[config.mk]
export PLATFORM = sky130hd
export DESIGN_NAME = led_strip_spi_frame_encoder
export DESIGN_NICKNAME = d
export VERILOG_FILES = /design/src/design/lsfe_pkg.sv /design/src/design/led_strip_spi_frame_encoder.sv /design/src/design/lsfe_mod_unit.sv /design/src/design/lsfe_store.sv
export SDC_FILE = /design/constraint.sdc
export NUM_CORES = 1
export LEC_CHECK = 0
export BUFFER_PORTS_ARGS = -buffer_cell sky130_fd_sc_hd__clkbuf_2
export CORE_MARGIN = 2
export CORE_UTILIZATION = 25
export CTS_CLUSTER_SIZE = 12
export DETAILED_ROUTE_END_ITERATION = 10
export SLEW_MARGIN = 20
export SYNTH_ARGS = -nofsm -noshare
export SYNTH_HDL_FRONTEND = slang
export SYNTH_SLANG_ARGS = --single-unit
[constraint.sdc]
create_clock -name clk -period 9.95 [get_ports clk]
set_clock_uncertainty 0.1 [all_clocks]
set_input_delay 0 -clock clk [delete_from_list [all_inputs] [get_ports clk]]
set_output_delay 0 -clock clk [all_outputs]
set_load 0.05 [all_outputs]
[src/design/lsfe_pkg.sv]
// Shared types, constants and the bit-to-code encoder for the LED strip frame encoder.
// No dependencies; used by every module of the block.
package lsfe_pkg;

    localparam int LED_MAX     = 16;
    localparam int IDX_W       = (LED_MAX > 1) ? $clog2(LED_MAX) : 1;
    localparam int COUNT_W     = 5;
    localparam int CODE_W      = 8;
    localparam int COLOUR_W    = 24;
    localparam int INDEX_W     = 16;
    localparam int WORD_W      = 64;
    localparam int DIV_STEPS   = INDEX_W;
    localparam int STEP_W      = $clog2(DIV_STEPS);

    localparam logic [1:0] OP_SET  = 2'd0;
    localparam logic [1:0] OP_FILL = 2'd1;
    localparam logic [1:0] OP_SEND = 2'd2;

    localparam logic [1:0] CFG_LED_COUNT = 2'd0;
    localparam logic [1:0] CFG_CODE_ZERO = 2'd1;
    localparam logic [1:0] CFG_CODE_ONE  = 2'd2;

    localparam logic [COUNT_W-1:0] LED_COUNT_RESET = 5'd10;
    localparam logic [CODE_W-1:0]  CODE_ZERO_RESET = 8'h40;
    localparam logic [CODE_W-1:0]  CODE_ONE_RESET  = 8'h70;

    // trailer: three zero words, the last one flagged
    localparam logic [1:0] TRAIL_LAST = 2'd2;
    localparam logic [1:0] CHAN_LAST  = 2'd2;

    typedef struct packed {
        logic                en;
        logic [IDX_W-1:0]    addr;
        logic [COLOUR_W-1:0] data;
    } lsfe_wr_t;

    typedef struct packed {
        logic               start;
        logic               neg;
        logic [INDEX_W-1:0] mag;
        logic [COUNT_W-1:0] divisor;
    } lsfe_div_req_t;

    typedef struct packed {
        logic             done;
        logic [IDX_W-1:0] index;
    } lsfe_div_rsp_t;

    function automatic logic [WORD_W-1:0] encode_byte(
        input logic [7:0]        chan,
        input logic [CODE_W-1:0] zero,
        input logic [CODE_W-1:0] one
    );
        logic [WORD_W-1:0] w;
        w = '0;
        for (int i = 0; i < 8; i++)
        begin
            w[i*8 +: 8] = chan[i] ? one : zero;
        end
        return w;
    endfunction

endpackage

[src/design/led_strip_spi_frame_encoder.sv]
// LED strip SPI frame encoder: top level with the op sequencer and output register.
// Depends on lsfe_pkg, lsfe_mod_unit and lsfe_store.
//
// Usage:
//   Input channel (in_valid / in_stall) takes one op per beat: set one LED (op 0),
//   fill all LEDs (op 1) or send a frame (op 2). in_stall is high while an op runs.
//   Output channel (out_valid / out_stall) carries 64-bit SPI code words, one per
//   colour byte (green, red, blue per LED), then three zero words; the last is
//   flagged by last_of_frame. A held word stays put while out_stall is high.
//   Config channel (cfg_valid / cfg_ready) is always ready; write only when idle.
// Timing (n = led_count saturated to 16):
//   set:  accept, then 16 remainder steps, then the store write.
//   fill: n store writes after accept, one store write per cycle.
//   send: 3n + 3 words, one per cycle when not stalled, as are the store read and
//         encode; accept enters ST_SEND, which loads the first word into word_reg.
// Reset clears the store to zero and restores led_count 10, codes 0x40 / 0x70.
module led_strip_spi_frame_encoder (
    input  logic                             clk,
    input  logic                             rst_n,
    input  logic                             in_valid,
    output logic                             in_stall,
    input  logic [1:0]                       op,
    input  logic signed [15:0]               led_index,
    input  logic [23:0]                      colour_grb,
    output logic                             out_valid,
    input  logic                             out_stall,
    output logic [63:0]                      code_word,
    output logic                             last_of_frame,
    input  logic                             cfg_valid,
    output logic                             cfg_ready,
    input  logic [1:0]                       cfg_index,
    input  logic [7:0]                       cfg_data
);

    localparam logic [2:0] ST_IDLE  = 3'd0;
    localparam logic [2:0] ST_DIV   = 3'd1;
    localparam logic [2:0] ST_FILL  = 3'd2;
    localparam logic [2:0] ST_SEND  = 3'd3;
    localparam logic [2:0] ST_TRAIL = 3'd4;

    logic [2:0]                         state_reg, state_next;
    logic [lsfe_pkg::COUNT_W-1:0]       led_count_reg;
    logic [lsfe_pkg::CODE_W-1:0]        code_zero_reg;
    logic [lsfe_pkg::CODE_W-1:0]        code_one_reg;
    logic [lsfe_pkg::COLOUR_W-1:0]      colour_reg, colour_next;
    logic [lsfe_pkg::IDX_W-1:0]         led_cnt_reg, led_cnt_next;
    logic [1:0]                         chan_reg, chan_next;
    logic [1:0]                         trail_reg, trail_next;
    logic                               out_valid_reg, out_valid_next;
    logic [lsfe_pkg::WORD_W-1:0]        word_reg, word_next;
    logic                               last_reg, last_next;

    logic [lsfe_pkg::COUNT_W-1:0]       eff_n;
    logic                               at_last_led;
    logic                               in_take;
    logic                               load_ok;
    logic [lsfe_pkg::COLOUR_W-1:0]      rd_data;
    logic [7:0]                         chan_byte;
    lsfe_pkg::lsfe_wr_t                 wr;
    lsfe_pkg::lsfe_div_req_t            div_req;
    lsfe_pkg::lsfe_div_rsp_t            div_rsp;

    // config registers
    assign cfg_ready = 1'b1;

    always_ff @(posedge clk or negedge rst_n)
    begin
        if (!rst_n)
        begin
            led_count_reg <= lsfe_pkg::LED_COUNT_RESET;
            code_zero_reg <= lsfe_pkg::CODE_ZERO_RESET;
            code_one_reg  <= lsfe_pkg::CODE_ONE_RESET;
        end
        else if (cfg_valid && cfg_ready)
        begin
            case (cfg_index)
                lsfe_pkg::CFG_LED_COUNT: led_count_reg <= cfg_data[lsfe_pkg::COUNT_W-1:0];
                lsfe_pkg::CFG_CODE_ZERO: code_zero_reg <= cfg_data;
                lsfe_pkg::CFG_CODE_ONE:  code_one_reg  <= cfg_data;
                default: ;
            endcase
        end
    end

    assign eff_n = (led_count_reg > lsfe_pkg::COUNT_W'(lsfe_pkg::LED_MAX)) ?
                   lsfe_pkg::COUNT_W'(lsfe_pkg::LED_MAX) : led_count_reg;
    assign at_last_led = (lsfe_pkg::COUNT_W'(led_cnt_reg) == eff_n - 1'b1);

    assign in_stall = (state_reg != ST_IDLE);
    assign in_take  = in_valid && !in_stall;
    assign load_ok  = !out_valid_reg || !out_stall;

    assign div_req.start   = in_take && (op == lsfe_pkg::OP_SET) && (eff_n != '0);
    assign div_req.neg     = led_index[15];
    assign div_req.mag     = led_index[15] ? 16'(-led_index) : 16'(led_index);
    assign div_req.divisor = eff_n;

    lsfe_mod_unit u_mod (
        .clk   (clk),
        .rst_n (rst_n),
        .req   (div_req),
        .rsp   (div_rsp)
    );

    always_comb
    begin
        wr.en   = 1'b0;
        wr.addr = led_cnt_reg;
        wr.data = colour_reg;
        if (state_reg == ST_DIV && div_rsp.done)
        begin
            wr.en   = 1'b1;
            wr.addr = div_rsp.index;
        end
        else if (state_reg == ST_FILL)
        begin
            wr.en = 1'b1;
        end
    end

    lsfe_store u_store (
        .clk     (clk),
        .rst_n   (rst_n),
        .wr      (wr),
        .rd_addr (led_cnt_reg),
        .rd_data (rd_data)
    );

    always_comb
    begin
        case (chan_reg)
            2'd0:    chan_byte = rd_data[23:16];
            2'd1:    chan_byte = rd_data[15:8];
            default: chan_byte = rd_data[7:0];
        endcase
    end

    always_comb
    begin
        state_next     = state_reg;
        colour_next    = colour_reg;
        led_cnt_next   = led_cnt_reg;
        chan_next      = chan_reg;
        trail_next     = trail_reg;
        out_valid_next = out_valid_reg;
        word_next      = word_reg;
        last_next      = last_reg;

        if (out_valid_reg && !out_stall)
            out_valid_next = 1'b0;

        case (state_reg)
            ST_IDLE:
            begin
                if (in_take)
                begin
                    colour_next  = colour_grb;
                    led_cnt_next = '0;
                    chan_next    = '0;
                    trail_next   = '0;
                    case (op)
                        lsfe_pkg::OP_SET:  state_next = (eff_n != '0) ? ST_DIV : ST_IDLE;
                        lsfe_pkg::OP_FILL: state_next = (eff_n != '0) ? ST_FILL : ST_IDLE;
                        lsfe_pkg::OP_SEND: state_next = (eff_n != '0) ? ST_SEND : ST_TRAIL;
                        default:           state_next = ST_IDLE;
                    endcase
                end
            end
            ST_DIV:
            begin
                if (div_rsp.done)
                    state_next = ST_IDLE;
            end
            ST_FILL:
            begin
                led_cnt_next = led_cnt_reg + 1'b1;
                if (at_last_led)
                    state_next = ST_IDLE;
            end
            ST_SEND:
            begin
                if (load_ok)
                begin
                    out_valid_next = 1'b1;
                    word_next = lsfe_pkg::encode_byte(chan_byte, code_zero_reg, code_one_reg);
                    last_next = 1'b0;
                    chan_next = chan_reg + 1'b1;
                    if (chan_reg == lsfe_pkg::CHAN_LAST)
                    begin
                        chan_next    = '0;
                        led_cnt_next = led_cnt_reg + 1'b1;
                        if (at_last_led)
                            state_next = ST_TRAIL;
                    end
                end
            end
            ST_TRAIL:
            begin
                if (load_ok)
                begin
                    out_valid_next = 1'b1;
                    word_next      = '0;
                    last_next      = (trail_reg == lsfe_pkg::TRAIL_LAST);
                    trail_next     = trail_reg + 1'b1;
                    if (trail_reg == lsfe_pkg::TRAIL_LAST)
                        state_next = ST_IDLE;
                end
            end
            default:
            begin
                state_next = ST_IDLE;
            end
        endcase
    end

    always_ff @(posedge clk or negedge rst_n)
    begin
        if (!rst_n)
        begin
            state_reg     <= ST_IDLE;
            out_valid_reg <= 1'b0;
            led_cnt_reg   <= '0;
            chan_reg      <= '0;
            trail_reg     <= '0;
        end
        else
        begin
            state_reg     <= state_next;
            out_valid_reg <= out_valid_next;
            led_cnt_reg   <= led_cnt_next;
            chan_reg      <= chan_next;
            trail_reg     <= trail_next;
        end
    end

    always_ff @(posedge clk)
    begin
        colour_reg <= colour_next;
        word_reg   <= word_next;
        last_reg   <= last_next;
    end

    assign out_valid     = out_valid_reg;
    assign code_word     = word_reg;
    assign last_of_frame = last_reg;

`ifndef ASSERT_OFF
    a_div_done_in_div: assert property (@(posedge clk) disable iff (!rst_n)
        div_rsp.done |-> state_reg == ST_DIV)
        else $error("remainder result outside set sequence");

    a_send_in_range: assert property (@(posedge clk) disable iff (!rst_n)
        state_reg == ST_SEND |-> lsfe_pkg::COUNT_W'(led_cnt_reg) < eff_n)
        else $error("send walked past the LED count");

    a_last_is_zero: assert property (@(posedge clk) disable iff (!rst_n)
        out_valid_reg && last_reg |-> word_reg == '0)
        else $error("flagged word is not a trailer word");

    a_trail_bound: assert property (@(posedge clk) disable iff (!rst_n)
        state_reg == ST_TRAIL |-> trail_reg <= lsfe_pkg::TRAIL_LAST)
        else $error("trailer count overrun");
`endif

endmodule

[src/design/lsfe_mod_unit.sv]
// Iterative signed-index reduction: restoring remainder, one dividend bit per cycle.
// Depends on lsfe_pkg.
module lsfe_mod_unit (
    input  logic                  clk,
    input  logic                  rst_n,
    input  lsfe_pkg::lsfe_div_req_t req,
    output lsfe_pkg::lsfe_div_rsp_t rsp
);

    logic                           busy_reg, busy_next;
    logic                           done_reg, done_next;
    logic                           neg_reg, neg_next;
    logic [lsfe_pkg::STEP_W-1:0]    step_reg, step_next;
    logic [lsfe_pkg::INDEX_W-1:0]   dvd_reg, dvd_next;
    logic [lsfe_pkg::IDX_W-1:0]     rem_reg, rem_next;
    logic [lsfe_pkg::COUNT_W-1:0]   div_reg, div_next;
    logic [lsfe_pkg::IDX_W:0]       trial;
    logic [lsfe_pkg::COUNT_W-1:0]   wrapped;

    assign trial = {rem_reg, dvd_reg[lsfe_pkg::INDEX_W-1]};

    always_comb
    begin
        busy_next = busy_reg;
        done_next = 1'b0;
        neg_next  = neg_reg;
        step_next = step_reg;
        dvd_next  = dvd_reg;
        rem_next  = rem_reg;
        div_next  = div_reg;
        if (req.start)
        begin
            busy_next = 1'b1;
            neg_next  = req.neg;
            step_next = '0;
            dvd_next  = req.mag;
            rem_next  = '0;
            div_next  = req.divisor;
        end
        else if (busy_reg)
        begin
            // shared compare-subtract step
            if (trial >= (lsfe_pkg::IDX_W + 1)'(div_reg))
                rem_next = lsfe_pkg::IDX_W'(trial - (lsfe_pkg::IDX_W + 1)'(div_reg));
            else
                rem_next = trial[lsfe_pkg::IDX_W-1:0];
            dvd_next  = {dvd_reg[lsfe_pkg::INDEX_W-2:0], 1'b0};
            step_next = step_reg + 1'b1;
            if (step_reg == lsfe_pkg::STEP_W'(lsfe_pkg::DIV_STEPS - 1))
            begin
                busy_next = 1'b0;
                done_next = 1'b1;
            end
        end
    end

    always_ff @(posedge clk or negedge rst_n)
    begin
        if (!rst_n)
        begin
            busy_reg <= 1'b0;
            done_reg <= 1'b0;
        end
        else
        begin
            busy_reg <= busy_next;
            done_reg <= done_next;
        end
    end

    always_ff @(posedge clk)
    begin
        neg_reg  <= neg_next;
        step_reg <= step_next;
        dvd_reg  <= dvd_next;
        rem_reg  <= rem_next;
        div_reg  <= div_next;
    end

    // truncating remainder of a negative index counts back from the end
    assign wrapped   = div_reg - lsfe_pkg::COUNT_W'(rem_reg);
    assign rsp.done  = done_reg;
    assign rsp.index = (neg_reg && rem_reg != '0) ? wrapped[lsfe_pkg::IDX_W-1:0] : rem_reg;

endmodule

[src/design/lsfe_store.sv]
// Colour store: one 24-bit GRB entry per LED, cleared to zero at reset.
// One write port, one combinational read port. Depends on lsfe_pkg.
module lsfe_store (
    input  logic                            clk,
    input  logic                            rst_n,
    input  lsfe_pkg::lsfe_wr_t              wr,
    input  logic [lsfe_pkg::IDX_W-1:0]      rd_addr,
    output logic [lsfe_pkg::COLOUR_W-1:0]   rd_data
);

    logic [lsfe_pkg::COLOUR_W-1:0] entry_reg [lsfe_pkg::LED_MAX];

    always_ff @(posedge clk or negedge rst_n)
    begin
        if (!rst_n)
        begin
            for (int i = 0; i < lsfe_pkg::LED_MAX; i++)
            begin
                entry_reg[i] <= '0;
            end
        end
        else if (wr.en)
        begin
            entry_reg[wr.addr] <= wr.data;
        end
    end

    assign rd_data = entry_reg[rd_addr];

endmodule
Yosys cells after proc, flatten, opt, wreduce, memory -nomap -nowiden:

Index checks and enable logic that the tools add are counted.

* register bits after elaboration: 538
* output and inout port bits: 68

* add/subtract/negate cells: 8
* $lt $le $gt $ge: 5
* equality and inequality tests: 21
* mux-type cells: 62
* bitwise operators: 2
* reductions and logical operators: 33

Operator list (number)
* 384-bit bitwise mux: 1
* 64-bit 2-to-1 mux: 2
* 64-bit case mux with 2 select lines: 1
* 24-bit binary-select mux with 4-bit select: 1
* 24-bit demux with 4-bit select: 1
* 24-bit 2-to-1 mux: 3
* 8-bit 2-to-1 mux: 8
* 16-bit 2-to-1 mux: 3
* 3-bit 2-to-1 mux: 9
* 4-bit 2-to-1 mux: 6
* 16-bit negator: 1
* 8-bit case mux with 2 select lines: 1
* 3-bit case mux with 5 select lines: 1
* 1-bit 2-to-1 mux: 14
* 2-bit != test, second input constant: 7
* 4-bit case mux with 3 select lines: 1
* 5-bit greater-or-equal comparator, second input constant: 2
* 2-bit 2-to-1 mux: 5
* 4-bit NOT with 5-bit output: 2
* 3-bit case mux with 3 select lines: 1
* 3-bit AND reduction: 3
* 4-bit by 1-bit adder with 4-bit output, second input constant: 2
* 2-bit equality test, second input constant: 4
* 2-bit case mux with 2 select lines: 2
* 28 further kinds: 50

Logic depth before layout (Yosys ltp):

Gate-level depths: netlist of the first run.

* word-level depth: 10
* gate-level depth with buffers: 11
* mapped depth without buffers: 10

Hierarchy:

A second synthesis of the first run with hierarchy kept.

* cell total of the unflattened synthesis: 1659
* area total of the unflattened synthesis: 24797.5 µm²

By module, submodules not included
* lsfe_store: times used 1, cells an instance 1061, area an instance 17251.5 µm²
* led_strip_spi_frame_encoder: times used 1, cells an instance 467, area an instance 5936.9 µm²
* lsfe_mod_unit: times used 1, cells an instance 131, area an instance 1609.0 µm²

Least setup slack after synthesis of the first run:

OpenSTA, ideal clock, no wires.

* kind: register -> register
* start: register state_reg[0]
* end: register word_reg, in the netlist code_word[0], enable pin
* setup time: 0.510 ns
* arrival: 4.361 ns
* path slack: 4.980 ns
* cell stages (with the launch flop): 6
* cells stage by stage: dfrtp_1 > clkbuf_1 > nor2_1 > nand2_1 > clkbuf_1 > a21oi_1

* word-level cells in the longest chain between the ends: 3
* elaborated cells between the ends (all ways): 6
* those cells by class: 4 x eq/ne; 2 x reduce/logical

RTL lines
* start: declaration: line led_strip_spi_frame_encoder.sv:41 `logic [2:0] state_reg, state_next;`
* start signal: assignment: line led_strip_spi_frame_encoder.sv:228 `state_reg <= state_next;`
* 3-bit by 2-bit equality test with 1-bit output or 3-bit equality test (tied branches): line led_strip_spi_frame_encoder.sv:152 `case (state_reg)`
* 2-bit != test (no line) or 2-bit nonzero test (tied branches)
* 3-bit AND reduction (no line) (*)
* end signal: assignment: line led_strip_spi_frame_encoder.sv:239 `word_reg <= word_next;`
* end: declaration: line led_strip_spi_frame_encoder.sv:50 `logic [lsfe_pkg::WORD_W-1:0] word_reg, word_next;`

Every way passes the cells marked *; elsewhere a longest branch is shown, timed or not.
A chain may end at the register's enable or synchronous reset.

Final worst setup path of the first run:

* start: register led_cnt_reg[2] (netlist name)
* end: register word_reg, in the netlist code_word[51], data pin

* word-level cells in the longest chain between the ends: 8

RTL lines
* start: declaration: line led_strip_spi_frame_encoder.sv:46 `logic [lsfe_pkg::IDX_W-1:0] led_cnt_reg, led_cnt_next;`
* start signal: assignment: line led_strip_spi_frame_encoder.sv:230 `led_cnt_reg <= led_cnt_next;`
* 4-bit NOT with 5-bit output (implied by the code): line lsfe_store.sv:28 `assign rd_data = entry_reg[rd_addr];`
* 24-bit binary-select mux with 4-bit select: line lsfe_store.sv:28
* 24-bit 2-to-1 mux (implied by the code) (2 in a row): line lsfe_store.sv:28
* 8-bit case mux with 2 select lines: line led_strip_spi_frame_encoder.sv:131 `case (chan_reg)`
* 8-bit 2-to-1 mux: line lsfe_pkg.sv:58 `w[i*8 +: 8] = chan[i] ? one : zero;`
* 64-bit 2-to-1 mux: line led_strip_spi_frame_encoder.sv:182 `if (load_ok)`
* 64-bit case mux with 2 select lines: line led_strip_spi_frame_encoder.sv:152

No other way between the ends. The select of a mux whose other input is x is not followed.

==> results_dict.tcl, run 1 <==
set metrics [dict create \
    synthArstFlopShare_pct 77.9 \
    fin_util_pct 29.6 \
    cts.sink_count 538 \
    post-route-drc-count 0 \
    syn_area_sq_um 24600 \
    rows 115 \
    power_switching_mw 2.77 \
    grt.total_usage_pct 12.5 \
    cts_buffers 55 \
    htree_num_levels 2 \
    wl_um 63600 \
    final_cells 3147 \
    chipWidth_um 318 \
    nNetsFinal 1895 \
    drtIter0Drc 912 \
    first_global_vias 15700 \
    drive_above_1_share_pct 39.2 \
    largest_reg_flops 384 \
    cts_tree "yes" \
    period_share_pct 42.8 \
    path_max_fanout 42 \
    io_buffers 123 \
    fmax_ghz 0.235 \
    dr.pass1.iters 5 \
    worst-setup-path-type "flop to flop" \
    ctsLongestPathBuffers 3 \
    start_util_pct 25.1 \
    leakagePower_nw 12.7 \
    gp_congestion 0.760 \
    core-area_sq_um 97800 \
    worstPathArrival_ps 4490 \
    grt_pass1_wl_um 97500 \
    hpwlAfterDp_um 39900 \
    syn_avg_cell_area_sq_um 14.8 \
    p_clk_share_pct 25.8 \
    ys_ff_latch 538 \
    status "finished, final reports clean" \
    grt_overflow 0 \
    swShare_pct 35.3 \
    combPwrFrac_pct 33.2 \
    p_total_mw 7.85 \
    cts_root_buf "clkbuf_16" \
    dpl-instance-area_sq_um 26400 \
    synthFlopType "dfrtp_1" \
    post_synth_num_cell_types 64 \
    setup_ws_ps 5690 \
    dp_cells 2982 \
    slew_headroom_pct 22.2 \
    diodes 0 \
    end_kind "flop" \
    grt_antenna_before_repair 2 \
    start_kind "flop" \
    areaGrowthSynthToFinish_pct 17.7 \
    vias 14700 \
    synthesis.yosys.warnings 0 \
    dieArea_sq_um 101000 \
    die_y_um 318 \
    ioPinCount 125 \
    fin_crit_ps 4260 \
    syn_inst 1656 \
    whs_ps 17.3 \
    finalHoldViolCount 0 \
    finalInstanceArea_sq_um 28900 \
    dp_slack_ps 5670 \
    maxSlewViolCount 0 \
    power.density_nw_per_um2 271 \
    ir_drop_v 0.000137 \
    cts_resized 0 \
    yosysSeqAreaShare_pct 56.9 \
    cts.reportedPaths.clkPinSlew_ps 60 \
    via_per_inst 4.68 \
    rsz0062_at_grt "false" \
    grt_max_degree 149 \
    wl_per_cell_um 20.2 \
    setup_tns_ps 0 \
    power_frac_seq_pct 41.0 \
    maxCapViolCount 0 \
    hp-class "input port to flop" \
    antenna_left 0 \
    intPower_mw 5.08 \
    synth_edf_count 111 \
    finalSetupViolations 0 \
    clk_latency_ps 610 \
    tightest_slew_ps 1160 \
    crit_required_ps 10180 \
    syn_nets 1728 \
]
area by class of cell:
type | instances | area, sq um
flip-flops and latches | 538 | 14000
clock buffers | 90 | 1740
well taps | 1287 | 1610
repair buffers | 215 | 1540
fillers | 9754 | 68900
clock inverters | 4 | 23.8
inverters | 23 | 86.3
multi-input cells | 990 | 9920
power by group through the flow:
stage | combinational (mW) | clock (mW) | sequential, mW
2_1_floorplan | 1.70 | 0 | 3.32
3_3_place_gp | 2.52 | 0 | 3.22
3_5_place_dp | 2.58 | 0 | 3.26
4_1_cts | 2.62 | 2.08 | 3.22
5_1_grt | 2.80 | 2.17 | 3.28
6_report | 2.60 | 2.03 | 3.22
what timing repair did:
item / CTS / global route
setup buffers: 0 / 0
endpoints found under the hold margin: 204 / 39
hold buffers: 69 / 1
path summary, 6_finish.rpt:
path | startpoint | to | slack, ps | cells after the start
min in group asynchronous | rst_n | u_store.entry_reg[157] | 350 | 3
hold / removal | colour_grb[11] | colour_reg[11] | 20 | 2
setup reg to reg | led_cnt_reg[2] | code_word[51] | 5690 | 8
hold reg to reg | u_mod.step_reg[3] | u_mod.done_reg | 370 | 2
setup / recovery | led_cnt_reg[2] | code_word[51] | 5690 | 8
max in group asynchronous | rst_n | u_store.entry_reg[203] | 7350 | 5
cells in the final DEF (no fill, tap or decap), types with 4 or more instances in the layout:
cell type and instances:
edfxtp_1 111, clkbuf_8 17, clkbuf_1 15, nand3_1 20
o21ai_0 20, o221ai_1 9, clkbuf_2 122, dlygate4sd3_1 70
inv_1 19, nand3b_1 4, mux4_2 72, mux2_1 4
nor2b_1 8, clkbuf_16 58, a21oi_1 40, nor3_1 7
xnor2_1 8, nor3b_1 6, o22ai_1 8, nand2b_1 9
mux2i_1 130, nor2_1 51, dfxtp_1 8, dfrtp_1 410
a21o_1 4, buf_4 19, mux2_2 401, ha_1 13
nand2_1 62, xor2_1 20, o31ai_1 6, dfstp_2 6
a22oi_1 34, nand2_2 5
critical path, stage by stage (launching register included):
cell and delay (ps):
dfrtp_4 860, buf_4 660, buf_4 740, mux2i_1 170
a22oi_1 220, a21oi_1 100, nor2_1 170, nand3_1 600
mux2i_1 290
layer usage:
metal  vias to the layer above  global-route usage [%]  wire (um)
met3                       122                    2.55       2870
met2                       358                    20.8      30400
met1                      7776                    16.2      28200
met4                         4                    4.38       2070
met5                         -                       0         33
li1                       6466                       -          -
cell usage after synthesis, types with 8 or more instances:
library cell	count	area, sq um
dfrtp_1	413	10300
mux2_2	401	4520
mux2i_1	130	1300
edfxtp_1	111	3330
mux4_2	72	1620
nand2_1	62	233
nor2_1	51	191
a21oi_1	41	205
clkbuf_1	41	154
a22oi_1	34	255
buf_2	25	125
inv_1	20	75.1
nand3_1	20	100
o21ai_0	20	100
xor2_1	20	175
buf_6	17	191
buf_4	16	120
ha_1	13	163
nor2b_1	10	62.6
nand2b_1	9	56.3
o221ai_1	9	78.8
dfxtp_1	8	160
nor3_1	8	40.0
o22ai_1	8	50.1
xnor2_1	8	70.1
kinds of logic after synthesis:
kind of cell | count (synthesis) | share of synthesized area, %
compound gates | 141 | 3.83
xor+xnor | 28 | 0.998
fa+ha+maj | 15 | 0.825
buf+inv | 128 | 2.89
flops | 538 | 56.9
mux | 607 | 30.4
other cells | 1 | 0.0153
simple gates | 198 | 4.08
Note: power is estimated with default switching activity, not from simulation.
==> run 2, diff against run 1 <==
==> constraint.sdc (replaced) <==
create_clock -name clk -period 3.5 [get_ports clk]
set_clock_uncertainty 0.1 [all_clocks]
set_input_delay 0 -clock clk [delete_from_list [all_inputs] [get_ports clk]]
set_output_delay 0 -clock clk [all_outputs]
set_load 0.05 [all_outputs]
==> results_dict.tcl, run 2 (synthesized netlist as in run 1, its figures left out) <==
set metrics [dict create \
    hpwlAfterDp_um 41000 \
    wl_um 63100 \
    core-area_sq_um 97800 \
    timing.critical_path.cells "ha_1 -> nor2b_1 -> o21ai_0 -> nor3b_1 -> a31oi_1 -> nand2_2 -> nand3_4 -> mux2_2" \
    rows 115 \
    fmax_ghz 0.306 \
    final_cell_mix "dfrtp_1, mux2_2, mux2i_1" \
    grt_antenna_before_repair 0 \
    r2r-start "u_mod.div_reg[1]" \
    fin_crit_ps 3260 \
    grt.total_usage_pct 12.4 \
    worstPathArrival_ps 3660 \
    gp_congestion 0.799 \
    nNetsFinal 1951 \
    diodes 0 \
    final_common_cell "dfrtp_1" \
    dr.pass1.iters 4 \
    slew_headroom_pct 46.1 \
    maxCapViolCount 0 \
    largest_reg_flops 384 \
    maxSlewViolCount 0 \
    ir_drop_v 0.000412 \
    areaGrowthSynthToFinish_pct 20.6 \
    clk_latency_ps 620 \
    drive_above_1_share_pct 40.3 \
    start_kind "flop" \
    leakagePower_nw 13.0 \
    power.density_nw_per_um2 774 \
    htree_num_levels 2 \
    io_buffers 123 \
    worst-setup-path-type "flop to flop" \
    via_per_inst 4.64 \
    path_max_fanout 24 \
    drtIter0Drc 915 \
    antenna_left 0 \
    grt_max_degree 125 \
    setup_tns_ps 0 \
    cts_root_buf "clkbuf_16" \
    rsz0062_at_grt "false" \
    rrSetupSlack_ps 240 \
    ioPinCount 125 \
    period_share_pct 93.3 \
    cp_top_family "simple AND/OR/NAND/NOR gates" \
    cts_setup_buffers 0 \
    cts.sink_count 538 \
    finalHoldViolCount 0 \
    grt_pass1_wl_um 98000 \
    chipWidth_um 318 \
    setup_ws_ps 236 \
    status "finished, final reports clean" \
    hold_start "colour_grb[4]" \
    cts_buffers 57 \
    finalSetupViolations 0 \
    wl_per_cell_um 19.7 \
    ctsLongestPathBuffers 3 \
    path_buf_inv 0 \
    tightest_slew_ps 809 \
    crit_start "u_mod.div_reg[1]" \
    crit_required_ps 3900 \
    vias 14900 \
    slowest_delay_ps 580 \
    grt_overflow 0 \
    cp_slowest_cell "nand3_4" \
    start_util_pct 25.1 \
    dp_slack_ps 239 \
    cts_tree "yes" \
    post-route-drc-count 0 \
    die_y_um 318 \
    hp-class "input port to flop" \
    dieArea_sq_um 101000 \
    first_global_vias 15900 \
    end_kind "flop" \
    cts.reportedPaths.clkPinSlew_ps 60 \
    p_total_mw 23.0 \
]
-- run 2: cell count changes in the layout (fill, tap and decap cells not counted), moves of 3 or more --
cell,before,now
buf_4,19,45
buf_12,1,22
clkbuf_1,15,26
dlygate4sd3_1,70,78
clkbuf_8,17,14
-- run 2: final cells by class --
| class | instances | area (sq um) |
|---|---|---|
| Clock buffer | 98 | 1740 |
| Clock inverter | 7 | 88.8 |
| Fill cell | 9711 | 68200 |
| Inverter | 23 | 86.3 |
| Multi-Input combinational cell | 990 | 9920 |
| Sequential cell | 538 | 14000 |
| Tap cell | 1287 | 1610 |
| Timing Repair Buffer | 269 | 2210 |
-- run 2: final timing paths --
| kind | to | depth (start not counted) |
|---|---|---|
| max in group asynchronous | u_store.entry_reg[313] | 5 |
| min in group asynchronous | u_store.entry_reg[181] | 3 |
| worst min register to register | u_mod.done_reg | 2 |
| worst max-delay path | u_store.entry_reg[23] | 8 |
| worst min-delay path | colour_reg[4] | 2 |
| worst max register to register | u_store.entry_reg[23] | 8 |
-- run 2: worst reg2reg max path, stage by stage, from the launching register on --
cell and delay, ps:
edfxtp_1 440, ha_1 330, nor2b_1 130, o21ai_0 310
nor3b_1 250, a31oi_1 120, nand2_2 400, nand3_4 590
mux2_2 480
-- run 2: stage by stage --
step                      area, sq um  cells  utilization [%]  hold WS (ps)
after global placement          27000   3028             27.6          81.0
after CTS                       29600   3210             30.3         0.392
after global routing            29700   3212             30.3          20.9
after detailed placement        27000   3028             27.6          79.1
final                           29700   3212             30.3          14.0
after floorplan                 24600   1656                -          -396
-- run 2: what timing repair did --
action,4_1_cts,5_1_grt
hold buffers,77,1
resized for setup,0,0
setup endpoints to repair,0,0
hold endpoints to repair,199,43
-- run 2: where the power goes --
part           internal (mW)  switching (mW)
combinational           3.34            4.63
sequential              8.08           0.974
clock                   3.43            2.49
total                   14.9            8.10
-- run 2: metal layers --
layer  wire [um]  up-vias  part of all wire (%)  track usage [%]
met5           0        -                     0                0
met2       30500      346                    48             20.8
met4        1600        0                   2.5             3.97
li1            -     6597                     -                -
met1       28500     7845                    45             16.6
met3        2590      103                   4.1             1.86
==> run 3, diff against run 2 <==
--- a/config.mk
+++ b/config.mk
@@ -6,10 +6,14 @@
 export NUM_CORES = 1
 export LEC_CHECK = 0
 export BUFFER_PORTS_ARGS = -buffer_cell sky130_fd_sc_hd__clkbuf_2
+export CELL_PAD_IN_SITES_DETAIL_PLACEMENT = 0
+export CELL_PAD_IN_SITES_GLOBAL_PLACEMENT = 1
 export CORE_MARGIN = 2
 export CORE_UTILIZATION = 25
 export CTS_CLUSTER_SIZE = 12
 export DETAILED_ROUTE_END_ITERATION = 10
+export PLACE_DENSITY_LB_ADDON = 0.1
+export SETUP_SLACK_MARGIN = 0.4
 export SLEW_MARGIN = 20
 export SYNTH_ARGS = -nofsm -noshare
 export SYNTH_HDL_FRONTEND = slang
==> results_dict.tcl, run 3 (synthesized netlist as in run 1, its figures left out) <==
set metrics [dict create \
    status "finished, final reports clean" \
    path_common_cell "mux2i_1" \
    wl_per_cell_um 22.4 \
    grt_pass1_wl_um 109000 \
    vias 14900 \
    final_common_cell "dfrtp_1" \
    setup_ws_ps 525 \
    path_max_fanout 15 \
    first_global_vias 16200 \
    cp_slowest_cell "dfrtp_4" \
    nNetsFinal 2013 \
    maxCapViolCount 0 \
    final_cell_mix "dfrtp_1, mux2_2, mux2i_1" \
    largest_reg_flops 384 \
    rows 115 \
    diodes 0 \
    leakagePower_nw 13.6 \
    dp_slack_ps 225 \
    hp-class "input port to flop" \
    crit_required_ps 3860 \
    fin_crit_ps 2970 \
    ctsLongestPathBuffers 3 \
    slew_headroom_pct 44.8 \
    die_y_um 318 \
    multi_input_area_sq_um 9980 \
    core-area_sq_um 97800 \
    start_kind "flop" \
    wl_um 73400 \
    regArea_sq_um 14000 \
    fillers 9788 \
    p_total_mw 24.9 \
    fin_util_pct 31.4 \
    io_buffers 123 \
    antenna_left 0 \
    dr.pass1.iters 4 \
    hpwlAfterDp_um 46900 \
    gp_congestion 0.719 \
    worst-setup-path-type "flop to flop" \
    grt_antenna_before_repair 0 \
    via_per_inst 4.54 \
    chipWidth_um 318 \
    cts.reportedPaths.clkPinSlew_ps 60 \
    finalSetupViolations 0 \
    setup_tns_ps 0 \
    cts_root_buf "clkbuf_16" \
    power.density_nw_per_um2 810 \
    start_util_pct 25.1 \
    grt.total_usage_pct 14.5 \
    ir_drop_v 0.000312 \
    end_kind "flop" \
    clk_latency_ps 630 \
    grt_overflow 0 \
    rrSetupSlack_ps 530 \
    rsz0062_at_grt "true" \
    worstPathArrival_ps 3340 \
    drive_above_1_share_pct 42.4 \
    timing.critical_path.cells "buf_4 -> mux4_2 -> mux2i_1 -> a22oi_1 -> nand3_1 -> buf_12 -> mux2i_1" \
    post-route-drc-count 0 \
    ioPinCount 125 \
    slowest_delay_ps 720 \
    fmax_ghz 0.336 \
    cts_buffers 67 \
    period_share_pct 85.0 \
    finalHoldViolCount 0 \
    areaGrowthSynthToFinish_pct 25.1 \
    whs_ps 25.6 \
    drtIter0Drc 732 \
    dieArea_sq_um 101000 \
    maxSlewViolCount 0 \
    tightest_slew_ps 827 \
    grt_max_degree 77 \
    cts.sink_count 538 \
    htree_num_levels 3 \
    cts_tree "yes" \
]
==> run 3: cell count changes in the layout (fill, tap and decap cells not counted), moves of 3 or more <==
cell,change
clkbuf_1,-9
buf_4,+17
clkinv_1,+3
clkbuf_16,+18
dlygate4sd3_1,+15
clkbuf_8,-4
buf_12,+13
clkinv_2,+7
==> run 3: final cells by class <==
class	instances	share of cell area, %
clock inverter	23	0.643
multi-input combinational	990	32.5
timing repair buffer	321	9.43
sequential	538	45.5
tap	1287	5.24
clock buffer	98	6.43
inverter	23	0.301
==> run 3: what timing repair did <==
action | in CTS | in global routing
resized for setup | 5 | 14
hold buffers | 94 | 0
hold endpoints to repair | 490 | 0
cloned | 0 | 5
setup endpoints to repair | 361 | 343
pin swaps | 0 | 3
buffers inserted | 1 | 1
==> run 3: final timing paths <==
check                                   from                     end  cells after the start
min reg2reg                u_mod.step_reg[3]          u_mod.done_reg                      2
max                           led_cnt_reg[0]           code_word[47]                      7
min in group asynchronous              rst_n         code_one_reg[5]                      3
min                            colour_grb[0]           colour_reg[0]                      2
max in group asynchronous              rst_n  u_store.entry_reg[230]                      4
max reg2reg                   led_cnt_reg[0]           code_word[47]                      7
==> run 3: where the power goes <==
| group | total (mW) | internal (mW) | switching [mW] |
|---|---|---|---|
| logic | 8.90 | 3.87 | 5.03 |
| registers | 9.11 | 8.08 | 1.04 |
| clock network | 6.89 | 4.08 | 2.80 |
| total | 24.9 | 16.0 | 8.87 |
==> run 3: stage by stage <==
| step | cells | area [sq um] |
|---|---|---|
| 5_1_grt | 3280 | 30800 |
| 3_3_place_gp | 3058 | 27400 |
| 6_report | 3280 | 30800 |
| 2_1_floorplan | 1656 | 24600 |
| 4_1_cts | 3274 | 30600 |
| 3_5_place_dp | 3058 | 27400 |
==> run 3: per-layer routing <==
metal | global-route usage, % | vias to the layer above | routed length (um)
met5 | 0 | - | 0
met4 | 4.18 | 0 | 1560
met3 | 2.59 | 96 | 2700
met2 | 24.4 | 236 | 35800
met1 | 19.0 | 7829 | 33300
li1 | - | 6737 | -
==> run 3: worst max-delay path: cells and delay by family, from the launching register on <==
| family | cells | cell delay (ps) |
|---|---|---|
| mux | 3 | 1150 |
| buf+inv | 2 | 420 |
| flops | 1 | 720 |
| simple gates | 1 | 170 |
| compound gates | 1 | 200 |
